### config.mk
export PLATFORM = sky130hd
export DESIGN_NAME = distance_vector_router
export DESIGN_NICKNAME = d
export VERILOG_FILES = /design/src/sv/dvr_pkg.sv /design/src/sv/dvr_table.sv /design/src/sv/distance_vector_router.sv
export VERILOG_INCLUDE_DIRS = /design/src /design/src/sv
export SDC_FILE = /design/constraint.sdc
export NUM_CORES = 1
export LEC_CHECK = 0
export BUFFER_PORTS_ARGS = -buffer_cell sky130_fd_sc_hd__buf_2
export CAP_MARGIN = 20
export CORE_MARGIN = 2
export CORE_UTILIZATION = 66
export CTS_BUF_LIST = sky130_fd_sc_hd__clkbuf_2 sky130_fd_sc_hd__clkbuf_4 sky130_fd_sc_hd__clkbuf_8
export CTS_CLUSTER_DIAMETER = 60
export CTS_CLUSTER_SIZE = 20
export DETAILED_ROUTE_END_ITERATION = 10
export GPL_ROUTABILITY_DRIVEN = 0
export PLACE_DENSITY = 0.83
export RECOVER_POWER = 50
export SYNTH_ARGS = -nofsm -noshare
export SYNTH_HDL_FRONTEND = slang
export SYNTH_SLANG_ARGS = --single-unit
### constraint.sdc
create_clock -name clk -period 16.5 [get_ports clk]
set_input_delay 0.825 -clock clk [delete_from_list [all_inputs] [get_ports clk]]
set_output_delay 0.825 -clock clk [all_outputs]
set_load 0.1 [all_outputs]
### src/sv/distance_vector_router_assert.svh
// ----------------------------------------------------------------------------
// Distance vector router assertion macros
// Shorthand for the concurrent checks of the router top level.
// ----------------------------------------------------------------------------
`ifndef DISTANCE_VECTOR_ROUTER_ASSERT_SVH
`define DISTANCE_VECTOR_ROUTER_ASSERT_SVH

// property holds at every edge outside reset
`define DVR_CHECK(lbl, prop) \
    lbl: assert property (@(posedge clk) disable iff (!rst_n) (prop)) \
        else $error("distance_vector_router: check failed");

// consequence holds in the cycle after the antecedent
`define DVR_CHECK_NEXT(lbl, ante, cons) \
    lbl: assert property (@(posedge clk) disable iff (!rst_n) (ante) |=> (cons)) \
        else $error("distance_vector_router: check failed");

`endif

### src/sv/dvr_pkg.sv
// ----------------------------------------------------------------------------
// Distance vector router package
// Sizes, command codes and transaction types shared by the router files.
// ----------------------------------------------------------------------------
package dvr_pkg;

    localparam int NODES     = 8;
    localparam int NODE_W    = 3;
    localparam int DIST_W    = 10;
    localparam int ADDR_W    = 2 * NODE_W;
    localparam int TBL_DEPTH = 1 << ADDR_W;
    localparam int CFG_W     = 2;

    localparam logic [DIST_W-1:0] INF_RESET = 10'd1023;

    typedef enum logic [1:0] {
        CMD_ELEM      = 2'd0,
        CMD_COST_CHG  = 2'd1,
        CMD_COST_INIT = 2'd2,
        CMD_ANNOUNCE  = 2'd3
    } cmd_t;

    localparam logic [CFG_W-1:0] CFG_OWN_ID   = 2'd0;
    localparam logic [CFG_W-1:0] CFG_INFINITY = 2'd1;
    localparam logic [CFG_W-1:0] CFG_POISON   = 2'd2;

    typedef struct packed {
        cmd_t              cmd;
        logic [NODE_W-1:0] source_node;
        logic [NODE_W-1:0] node_index;
        logic [DIST_W-1:0] distance_value;
        logic              last_element;
    } in_item_t;

    typedef struct packed {
        logic [NODE_W-1:0] dest_router;
        logic [NODE_W-1:0] entry_index;
        logic [DIST_W-1:0] distance;
        logic              packet_end;
        logic              last;
    } out_item_t;

    typedef struct packed {
        logic              en;
        logic [ADDR_W-1:0] addr;
        logic [DIST_W-1:0] data;
    } tbl_wr_t;

endpackage

### src/sv/dvr_table.sv
// ----------------------------------------------------------------------------
// Distance vector table
// One write port, one registered read port; unwritten entries read as the
// reset infinity through per-entry valid bits.
// ----------------------------------------------------------------------------
module dvr_table (
    input  logic                        clk,
    input  logic                        rst_n,
    input  dvr_pkg::tbl_wr_t            wr,
    input  logic [dvr_pkg::ADDR_W-1:0]  raddr,
    output logic [dvr_pkg::DIST_W-1:0]  rdata
);
    import dvr_pkg::*;

    logic [DIST_W-1:0]    mem [TBL_DEPTH];
    logic [TBL_DEPTH-1:0] vld_reg;
    logic [DIST_W-1:0]    q_reg;
    logic                 qv_reg;

    always_ff @(posedge clk)
    begin
        if (wr.en)
        begin
            mem[wr.addr] <= wr.data;
        end
        q_reg <= mem[raddr];
    end

    always_ff @(posedge clk or negedge rst_n)
    begin
        if (!rst_n)
        begin
            vld_reg <= '0;
            qv_reg  <= 1'b0;
        end
        else
        begin
            if (wr.en)
            begin
                vld_reg[wr.addr] <= 1'b1;
            end
            qv_reg <= vld_reg[raddr];
        end
    end

    assign rdata = qv_reg ? q_reg : INF_RESET;

endmodule

### src/sv/distance_vector_router.sv
// Recompute: per destination the walk reads the old own entry, then every row,
//   through the single table read port.
// Announcement: each result is read, loaded and held until taken; up to 56 results.
// Throughput: one transaction at a time; input stalls until all results are taken.
// Reset: costs and table read as 1023, config to own_id 0, infinity 1023, no poison.
// ----------------------------------------------------------------------------
// Distance vector router
// Bellman-Ford node: table walk on vector end or cost change, announce on change.
// ----------------------------------------------------------------------------
module distance_vector_router (
    input  logic                        clk,
    input  logic                        rst_n,
    input  logic                        cfg_we,
    input  logic [dvr_pkg::CFG_W-1:0]   cfg_index,
    input  logic [dvr_pkg::DIST_W-1:0]  cfg_data,
    input  logic                        in_valid,
    output logic                        in_stall,
    input  dvr_pkg::in_item_t           in_data,
    output logic                        out_valid,
    input  logic                        out_stall,
    output dvr_pkg::out_item_t          out_data
);
    import dvr_pkg::*;

    localparam int J_W = $clog2(NODES + 2);
    localparam int T_W = NODE_W + 1;

    typedef enum logic [2:0] {
        S_IDLE,
        S_RC,
        S_SCAN,
        S_RD,
        S_LD,
        S_WT
    } state_t;

    state_t            state_reg;
    logic [NODE_W-1:0] own_reg;
    logic [DIST_W-1:0] inf_reg;
    logic              poison_reg;
    logic [DIST_W-1:0] lc_reg [NODES];
    logic [T_W-1:0]    t_reg;
    logic [J_W-1:0]    j_reg;
    logic [NODE_W-1:0] e_reg;
    logic [DIST_W:0]   best_reg;
    logic [DIST_W-1:0] old_reg;
    logic              changed_reg;
    logic              always_ann_reg;
    logic              pz_reg;
    logic [NODE_W-1:0] pidx_reg;
    out_item_t         out_reg;
    logic              out_valid_reg;

    tbl_wr_t           tbl_wr;
    logic [ADDR_W-1:0] tbl_raddr;
    logic [DIST_W-1:0] tbl_rdata;

    logic              in_acc;
    logic              idx_ok;
    logic              src_ok;
    logic [NODE_W-1:0] cur_t;
    logic [J_W-1:0]    jm1;
    logic [J_W-1:0]    jm2;
    logic [NODE_W-1:0] rc_n;
    logic [DIST_W:0]   sum;
    logic              take;
    logic [DIST_W:0]   best_cand;
    logic [NODES-1:0]  elig;
    logic              later;
    logic              t_done;
    logic              walk_end;

    dvr_table u_table (
        .clk   (clk),
        .rst_n (rst_n),
        .wr    (tbl_wr),
        .raddr (tbl_raddr),
        .rdata (tbl_rdata)
    );

    assign in_stall  = (state_reg != S_IDLE);
    assign in_acc    = in_valid && !in_stall;
    assign out_valid = out_valid_reg;
    assign out_data  = out_reg;

    assign idx_ok = ({1'b0, in_data.node_index} < T_W'(NODES));
    assign src_ok = ({1'b0, in_data.source_node} < T_W'(NODES));

    assign cur_t    = t_reg[NODE_W-1:0];
    assign t_done   = (t_reg == T_W'(NODES));
    assign jm1      = j_reg - J_W'(1);
    assign jm2      = j_reg - J_W'(2);
    assign rc_n     = jm2[NODE_W-1:0];
    assign walk_end = (j_reg == J_W'(NODES + 1));

    // min-plus step on the row read back this cycle
    assign sum       = {1'b0, lc_reg[rc_n]} + {1'b0, tbl_rdata};
    assign take      = (j_reg >= J_W'(2)) && (rc_n != own_reg) && (sum < best_reg);
    assign best_cand = take ? sum : best_reg;

    always_comb
    begin
        later = 1'b0;
        for (int i = 0; i < NODES; i++)
        begin
            elig[i] = (NODE_W'(i) != own_reg) && (lc_reg[i] != inf_reg);
            if (T_W'(i) > t_reg)
            begin
                later = later | elig[i];
            end
        end
    end

    always_comb
    begin
        unique case (state_reg)
            S_RC:    tbl_raddr = (j_reg == '0) ? {own_reg, cur_t}
                                               : {jm1[NODE_W-1:0], cur_t};
            default: tbl_raddr = {own_reg, e_reg};
        endcase
    end

    always_comb
    begin
        tbl_wr = '0;
        if (in_acc && in_data.cmd == CMD_ELEM && src_ok && idx_ok)
        begin
            tbl_wr = '{en: 1'b1, addr: {in_data.source_node, in_data.node_index},
                       data: in_data.distance_value};
        end
        else if (in_acc && in_data.cmd == CMD_COST_INIT && idx_ok)
        begin
            tbl_wr = '{en: 1'b1, addr: {own_reg, in_data.node_index},
                       data: in_data.distance_value};
        end
        else if (state_reg == S_RC && !t_done && cur_t != own_reg && walk_end)
        begin
            tbl_wr = '{en: 1'b1, addr: {own_reg, cur_t}, data: best_cand[DIST_W-1:0]};
        end
    end

    always_ff @(posedge clk or negedge rst_n)
    begin
        if (!rst_n)
        begin
            state_reg      <= S_IDLE;
            own_reg        <= '0;
            inf_reg        <= INF_RESET;
            poison_reg     <= 1'b0;
            for (int i = 0; i < NODES; i++)
            begin
                lc_reg[i] <= INF_RESET;
            end
            t_reg          <= '0;
            j_reg          <= '0;
            e_reg          <= '0;
            best_reg       <= '0;
            old_reg        <= '0;
            changed_reg    <= 1'b0;
            always_ann_reg <= 1'b0;
            pz_reg         <= 1'b0;
            pidx_reg       <= '0;
            out_reg        <= '0;
            out_valid_reg  <= 1'b0;
        end
        else
        begin
            if (cfg_we)
            begin
                unique case (cfg_index)
                    CFG_OWN_ID:   own_reg    <= cfg_data[NODE_W-1:0];
                    CFG_INFINITY: inf_reg    <= cfg_data;
                    CFG_POISON:   poison_reg <= cfg_data[0];
                    default:      ;
                endcase
            end

            unique case (state_reg)
                S_IDLE:
                begin
                    t_reg       <= '0;
                    j_reg       <= '0;
                    changed_reg <= 1'b0;
                    if (in_acc)
                    begin
                        unique case (in_data.cmd)
                            CMD_ELEM:
                            begin
                                always_ann_reg <= 1'b0;
                                pz_reg         <= 1'b0;
                                if (in_data.last_element)
                                begin
                                    state_reg <= S_RC;
                                end
                            end
                            CMD_COST_CHG:
                            begin
                                if (idx_ok)
                                begin
                                    lc_reg[in_data.node_index] <= in_data.distance_value;
                                    always_ann_reg <= 1'b1;
                                    pz_reg         <= poison_reg;
                                    pidx_reg       <= in_data.node_index;
                                    state_reg      <= S_RC;
                                end
                            end
                            CMD_COST_INIT:
                            begin
                                if (idx_ok)
                                begin
                                    lc_reg[in_data.node_index] <= in_data.distance_value;
                                end
                            end
                            CMD_ANNOUNCE:
                            begin
                                pz_reg    <= 1'b0;
                                state_reg <= S_SCAN;
                            end
                            default: ;
                        endcase
                    end
                end

                // j = 0 reads the old own entry, j = 1..NODES read rows 0..NODES-1
                S_RC:
                begin
                    if (t_done)
                    begin
                        t_reg     <= '0;
                        state_reg <= (always_ann_reg || changed_reg) ? S_SCAN : S_IDLE;
                    end
                    else if (j_reg == '0 && cur_t == own_reg)
                    begin
                        t_reg <= t_reg + T_W'(1);
                    end
                    else
                    begin
                        if (j_reg == '0)
                        begin
                            best_reg <= {1'b0, inf_reg};
                        end
                        if (j_reg == J_W'(1))
                        begin
                            old_reg <= tbl_rdata;
                        end
                        if (j_reg >= J_W'(2))
                        begin
                            best_reg <= best_cand;
                        end
                        if (walk_end)
                        begin
                            if (best_cand[DIST_W-1:0] != old_reg)
                            begin
                                changed_reg <= 1'b1;
                            end
                            j_reg <= '0;
                            t_reg <= t_reg + T_W'(1);
                        end
                        else
                        begin
                            j_reg <= j_reg + J_W'(1);
                        end
                    end
                end

                S_SCAN:
                begin
                    e_reg <= '0;
                    if (t_done)
                    begin
                        state_reg <= S_IDLE;
                    end
                    else if (elig[cur_t])
                    begin
                        state_reg <= S_RD;
                    end
                    else
                    begin
                        t_reg <= t_reg + T_W'(1);
                    end
                end

                S_RD:
                begin
                    state_reg <= S_LD;
                end

                S_LD:
                begin
                    out_reg.dest_router <= cur_t;
                    out_reg.entry_index <= e_reg;
                    out_reg.distance    <= (pz_reg && cur_t != pidx_reg && e_reg == pidx_reg)
                                           ? inf_reg : tbl_rdata;
                    out_reg.packet_end  <= (e_reg == NODE_W'(NODES - 1));
                    out_reg.last        <= (e_reg == NODE_W'(NODES - 1)) && !later;
                    out_valid_reg       <= 1'b1;
                    state_reg           <= S_WT;
                end

                S_WT:
                begin
                    if (!out_stall)
                    begin
                        out_valid_reg <= 1'b0;
                        if (e_reg == NODE_W'(NODES - 1))
                        begin
                            t_reg     <= t_reg + T_W'(1);
                            state_reg <= S_SCAN;
                        end
                        else
                        begin
                            e_reg     <= e_reg + NODE_W'(1);
                            state_reg <= S_RD;
                        end
                    end
                end

                default: state_reg <= S_IDLE;
            endcase
        end
    end

`include "distance_vector_router_assert.svh"

    `DVR_CHECK(a_out_only_in_wait, !out_valid_reg || state_reg == S_WT)
    `DVR_CHECK_NEXT(a_last_drains, out_valid && !out_stall && out_data.last, !out_valid)
    `DVR_CHECK_NEXT(a_announce_starts, in_acc && in_data.cmd == CMD_ANNOUNCE,
                    state_reg == S_SCAN && t_reg == '0)

endmodule
==> results of run 1 <==
area by class of cell:
class / count / area, µm² / share of cell area (%)
Multi-Input combinational cell: 1146 / 11640 / 29.46
Sequential cell: 869 / 25010 / 63.28
Inverter: 33 / 123.9 / 0.3134
Tap cell: 748 / 935.9 / 2.368
Clock buffer: 83 / 973.4 / 2.463
Clock inverter: 21 / 225.2 / 0.5698
Timing Repair Buffer: 111 / 610.6 / 1.545
Yosys cell counts (3+ instances only):
master,n
a22o_1,67
o2111ai_1,5
o31ai_1,7
nor2b_1,4
ha_1,35
a31oi_1,7
nor4_1,10
buf_4,4
o21a_1,3
a221oi_1,24
mux4_2,196
a22oi_1,11
dfrtp_1,129
o21bai_1,35
nand2b_1,13
nand4_1,16
xor2_1,35
o21ai_1,25
a32o_1,3
xnor2_1,80
dfxtp_1,10
edfxtp_1,640
mux2_2,132
or2_2,34
buf_2,54
nor3_1,8
a311oi_1,3
mux2i_1,29
nand2_1,79
clkbuf_1,58
nor3b_1,4
inv_1,32
a21oi_1,27
a41oi_1,3
nand3b_1,9
and3_1,5
o22ai_1,12
o21ai_0,68
dfstp_2,90
nand3_1,21
nor2_1,96
buf_1,4
worst max path at each step:
stage                  start            endpoint  slack, ps  cells past startpoint
floorplan           j_reg[0]   u_table.mem[0][0]       8410                     16
detailed placement  j_reg[1]  u_table.mem[44][9]       9850                     15
global placement    j_reg[1]  u_table.mem[46][9]      10160                     15
finish              j_reg[0]  u_table.mem[24][1]       8980                     16
global route           rst_n        best_reg[10]       7930                      2
CTS                 j_reg[1]  u_table.mem[39][9]       9840                     15
metrics by stage:
step	area, µm²	std cells
2_1_floorplan	37150	2168
3_3_place_gp	38370	2896
3_5_place_dp	38400	2899
4_1_cts	39600	3003
5_1_grt	39520	3011
6_report	39520	3011
power breakdown:
| part | leakage (nW) | internal (W) | switching [W] |
|---|---|---|---|
| sequential | 8.55 | 0.00265 | 0.000235 |
| clock | 0.631 | 0.000416 | 0.000690 |
| combinational | 4.70 | 0.00127 | 0.00170 |
| total | 13.9 | 0.00434 | 0.00262 |
layer usage:
layer / routed length [µm] / vias to the layer above
li1: - / 8636
met5: 0 / -
met3: 7744 / 215
met2: 43340 / 1217
met1: 32840 / 10820
met4: 3921 / 0
cell families after synthesis:
| family | Yosys count | share of synthesized area, % |
|---|---|---|
| adder cells (fa/ha/maj) | 36 | 1.233 |
| XOR/XNOR | 115 | 2.711 |
| buffers and inverters | 153 | 1.768 |
| AND/OR/NAND/NOR | 313 | 4.156 |
| multiplexers | 358 | 16.70 |
| flip-flops | 869 | 67.32 |
| AO/OA/AOI/OAI | 324 | 6.109 |
==> run summary, run 1 <==
result of the run - finished, violations left
violations in the final reports - max-capacitance violations, max-slew violations
per-cell via count in the routed design - 6.937
number of synthesis warnings - 0
mapped cell area - 37150 µm²
class of the most critical setup path - flop to flop
number of antenna repair diodes - 0
number of global-route vias before repair - 21120
top library cells by usage in the layout, fill and taps aside - edfxtp_1, mux4_2, mux2_2, dfrtp_1, nor2_1
average wire length per cell after detail routing - 29.18 µm
number of enable-type register cells in the synthesized netlist - 640
hold path startpoint - cfg_data[4]
average size of a mapped cell - 17.14 µm²
WP data required - 16970 ps
number of nets in the finished design - 2288
Crit path buffers/inverters - 3
ports placed on the boundary - 56
overall power after layout - 0.006961 W
maximum vdd drop - 158.8 µV
routed wire length - 87850 µm
met2 track demand over resource in global routing - 50.53%
critical path fanouts, max - 36
nets in the synthesized netlist - 2240
worst path arrival time - 7990 ps
Fmax achieved - 133.0 MHz
clk slew on worst S/H paths - 120 ps
setup clock skew after layout - 74.69 ps
maxcap violations - 6
highest-utilization routing layer at the global route stage - met2
number of H-tree levels - 2
flip-flop and latch count after synthesis - 869
final slew viol count - 283
initial antenna violation count - 0
CTS sink cnt - 869
total iterations of the first detailed-routing run - 5
Via Count - 20890
accumulated negative setup slack - 0 ps
worst hold slack - 343.9 ps
Worst Reg-to-Reg Cells - 16
number of flip-flops under the largest register name - 640
post-cts resize count - 0
Total GRT Usage - 31.03%
largest buffer count on any clock path - 3
CTS tree - done
worst-path cell chain - clkbuf_1, mux4_2, mux2_2, ha_1, fa_1, a21oi_1, o2111ai_1, xor2_1, ha_1, and4_1, a21oi_1, o211ai_1, buf_4, mux2i_1, o21ai_4, buf_4
unique cell type count in the Yosys netlist - 73
post-route worst setup slack - 8979 ps
static leakage - 13.87 nW
hold bufs inserted after CTS - 0
die height - 241.3 µm
met1 global-route usage - 42.34%
startpoint class of the critical path - flop
die footprint - 58200 µm²
area share of the largest cell type after synthesis - 51.73%
first-pass GRT wire length - 132200 µm
CORE AREA - 55420 µm²
count of endpoints failing setup in the final report - 0
starting utilization of the core area - 67.04%
Reg2Reg Setup Slack - 8980 ps
remaining antenna violation count after routing - 0
most common cell after layout, fill and taps aside - edfxtp_1
Initial DRC Count - 2495
final critical-path required period - 7521 ps
unrepaired setup endpoints after global routing - no
share of post-route cells with drive strength above 1 - 28.15%
Port Buffer Count - 55
largest net degree at the start of global routing - 99
endpoint of the worst register-to-register path - u_table.mem[24][1]
setup slack after placement - 9855 ps
met3 Use GR - 5.150%
number of hold violations in the final report - 0
clk root buf - clkbuf_8
number of clock buffers inserted by TritonCTS - 55
Worst Setup End Kind - flop
power density relative to cell area - 176.1 nW/µm²
Horiz. Die Dim - 241.3 µm
tightest slew margin relative to the limit - -263.8%
DPL Wire Length - 55340 µm
FFs w/ async S/R, synth - 25.20%
number of DRC violations after detailed routing - 0
transition time of the tightest slew-check pin - 5457 ps
number of standard cells after synthesis - 2168
grt total ovfl - 0
share of the clock period used by the worst path - 45.58%
top area cells in the synthesized netlist - edfxtp_1, mux4_2, dfrtp_1
setup repair bufs after CTS - 0
Worst Hold Endpoint - inf_reg[4]
# fillers - 3322
number of rows created at floorplan - 86
Main synth FF type - edfxtp_1
Util after Layout - 71.32%
path type of the worst min-delay path - input port to flop
clock network latency to the later pin of the worst-skew pair - 750 ps
crit-path leading delay family - buffers and inverters
worst hold stages - 2
layout-stage area growth over the synthesis result - 6.382%
slowest cell on the critical path - clkbuf_1
post-synth top area cell - edfxtp_1
sequential fraction of the synthesis area - 67.32%
Critical R2R Launch - j_reg[0]
largest stage delay on the critical path - 1580 ps
(Power assumes the default switching activity.)
==> run 2: changes to the inputs <==
- CORE_UTILIZATION: 66 -> 65
- PLACE_DENSITY: 0.83 -> 0.82
- clock period: 16.5 -> 7.15 ns (I/O delays scaled with it)
==> run 2 against run 1 <==
Against the previous run:
- the flow still finishes with violations (max-capacitance violations, max-slew violations)
- first-iteration DRC count grew 9.9%
- critical endpoint is now u_table.mem[62][4]
- routed wire length grew 3.3%
- global-route usage grew 0.18 points
- register-to-register slack lost 7900 ps
- non-clock buffer count grew 65
- combinational power grew 130%
- critical path type unchanged
- utilization shrank 0.73 points
- highest routed layer is now met5
- fmax grew 23%
- clock power grew 120%
- clock skew shrank 33 ps
- sequential cell count is the same
==> run summary, run 2 (synthesis results as in run 1) <==
slowest cell on the critical path - dfrtp_1
crit-path leading delay family - compound AO/OA/AOI/OAI gates
clk root buf - clkbuf_8
worst-path cell chain - buf_4, mux4_2, mux2_2, ha_1, nand3_1, o2111ai_1, a31oi_1, o21ai_0, xnor2_1, ha_1, nor2b_1, o21ai_0, o211ai_1, buf_4, mux2i_1, o21ai_4, buf_4
ports placed on the boundary - 56
CTS sink cnt - 869
Reg2Reg Setup Slack - 1050 ps
starting utilization of the core area - 65.76%
Critical R2R Launch - j_reg[0]
Fmax achieved - 163.9 MHz
most common cell after layout, fill and taps aside - edfxtp_1
CP Depth - 17
share of the clock period used by the worst path - 85.32%
Non-Filler Cell Area, Final - 39880 µm²
critical path fanouts, max - 34
routed wire length - 90750 µm
Crit path buffers/inverters - 3
number of non-filler instances in the completed layout - 3070
largest buffer count on any clock path - 3
largest net degree at the start of global routing - 114
accumulated negative setup slack - 0 ps
number of DRC violations after detailed routing - 0
met3 Use GR - 6.391%
number of antenna repair diodes - 0
power density relative to cell area - 400.1 nW/µm²
number of flip-flops under the largest register name - 640
Initial DRC Count - 2743
initial antenna violation count - 2
number of hold violations in the final report - 0
violations in the final reports - max-capacitance violations, max-slew violations
Horiz. Die Dim - 243.1 µm
# fillers - 3472
Comb power frac - 43.2%
number of instances in the placed design - 2963
result of the run - finished, violations left
met1 global-route usage - 43.63%
cell mode on critical path - buf_4
unrepaired setup endpoints after global routing - no
number of H-tree levels - 2
average wire length per cell after detail routing - 29.56 µm
final slew viol count - 116
WP data required - 7710 ps
clock network latency to the later pin of the worst-skew pair - 730 ps
Worst Reg-to-Reg Cells - 17
class of the most critical setup path - flop to flop
startpoint class of the critical path - flop
clk slew on worst S/H paths - 110 ps
grt total ovfl - 0
number of nets in the finished design - 2352
hold bufs inserted after CTS - 15
setup repair bufs after CTS - 0
sequential cell fraction of total power - 41.6%
first-pass GRT wire length - 135400 µm
DPL Wire Length - 57120 µm
Worst Setup End Kind - flop
CP startpoint - j_reg[0]
worst path arrival time - 6660 ps
share of post-route cells with drive strength above 1 - 28.00%
count of endpoints failing setup in the final report - 0
number of clock buffers inserted by TritonCTS - 54
die height - 243.1 µm
tightest slew margin relative to the limit - -263.8%
Total GRT Usage - 31.21%
layout-stage area growth over the synthesis result - 7.345%
number of rows created at floorplan - 87
transition time of the tightest slew-check pin - 5457 ps
final critical-path required period - 6100 ps
endpoint of the worst register-to-register path - u_table.mem[62][4]
Via Count - 21190
per-cell via count in the routed design - 6.903
path type of the worst min-delay path - input port to flop
top library cells by usage in the layout, fill and taps aside - edfxtp_1, mux4_2, mux2_2, dfrtp_1, nor2_1
largest stage delay on the critical path - 890 ps
number of global-route vias before repair - 21470
highest-utilization routing layer at the global route stage - met2
setup clock skew after layout - 41.43 ps
total iterations of the first detailed-routing run - 5
Port Buffer Count - 55
switching power as a share of total power - 37.72%
die footprint - 59090 µm²
static leakage - 14.06 nW
maximum vdd drop - 308.1 µV
CORE AREA - 56500 µm²
CTS tree - done
clock network fraction of design power - 15.2%
post-cts resize count - 0
Switch Pwr - 0.006018 W
met2 track demand over resource in global routing - 48.91%
maxcap violations - 2
Placed Area - 38870 µm²
Power Internal - 0.009937 W
remaining antenna violation count after routing - 0
Critical path destination - u_table.mem[62][4]
-- run 2: metal layers --
metal | routed length (µm) | part of all wire [%]
met2 | 43420 | 48
met5 | 13 | 0.014
met4 | 4051 | 4.5
met1 | 33640 | 37
met3 | 9620 | 11
-- run 2: final cells by class --
class	instances	area, µm²	share of cell area, %
Sequential cell	869	25010	62.72
Inverter	33	123.9	0.3106
Multi-Input combinational cell	1146	11640	29.19
Tap cell	756	945.9	2.372
Clock buffer	75	923.4	2.315
Timing Repair Buffer	176	1086	2.723
Clock inverter	15	147.6	0.3702
-- run 2: worst min-delay path by stage --
stage	from	end	slack, ps	cells after the start
3_5_place_dp	rst_n	out_data[15]	450	1
2_1_floorplan	rst_n	always_ann_reg	60	0
6_report	cfg_we	poison_reg	40	3
5_1_grt	cfg_we	poison_reg	20	3
3_3_place_gp	rst_n	out_data[17]	440	1
4_1_cts	cfg_we	poison_reg	6	3
-- run 2: through the flow --
| stage | total power (W) | hold WS, ps | setup WS [ps] | utilization [%] |
|---|---|---|---|---|
| global route | 0.01665 | 17.15 | 435.3 | 70.59 |
| detailed placement | 0.01354 | 447.6 | 1112 | 68.80 |
| floorplan | 0.01170 | 61.91 | 153.7 | - |
| finish | 0.01596 | 40.32 | 1050 | 70.59 |
| CTS | 0.01593 | 6.324 | 1098 | 70.96 |
| global placement | 0.01333 | 442.7 | 1204 | 68.68 |
-- run 2: power groups by stage --
| stage | logic, W | clock network, W | registers [W] |
|---|---|---|---|
| global placement | 0.00663 | 0 | 0.00671 |
| global route | 0.00733 | 0.00262 | 0.00669 |
| CTS | 0.00685 | 0.00246 | 0.00662 |
| detailed placement | 0.00681 | 0 | 0.00673 |
| floorplan | 0.00487 | 0 | 0.00683 |
| finish | 0.00689 | 0.00243 | 0.00664 |
-- run 2: worst register-to-register path, delay by kind of cell (launching register included) --
family	cells	cell delay, ps
mux	3	1010
buf+inv	3	990
fa+ha+maj	2	650
xor+xnor	1	240
simple gates	2	260
flops	1	890
compound gates	6	1890
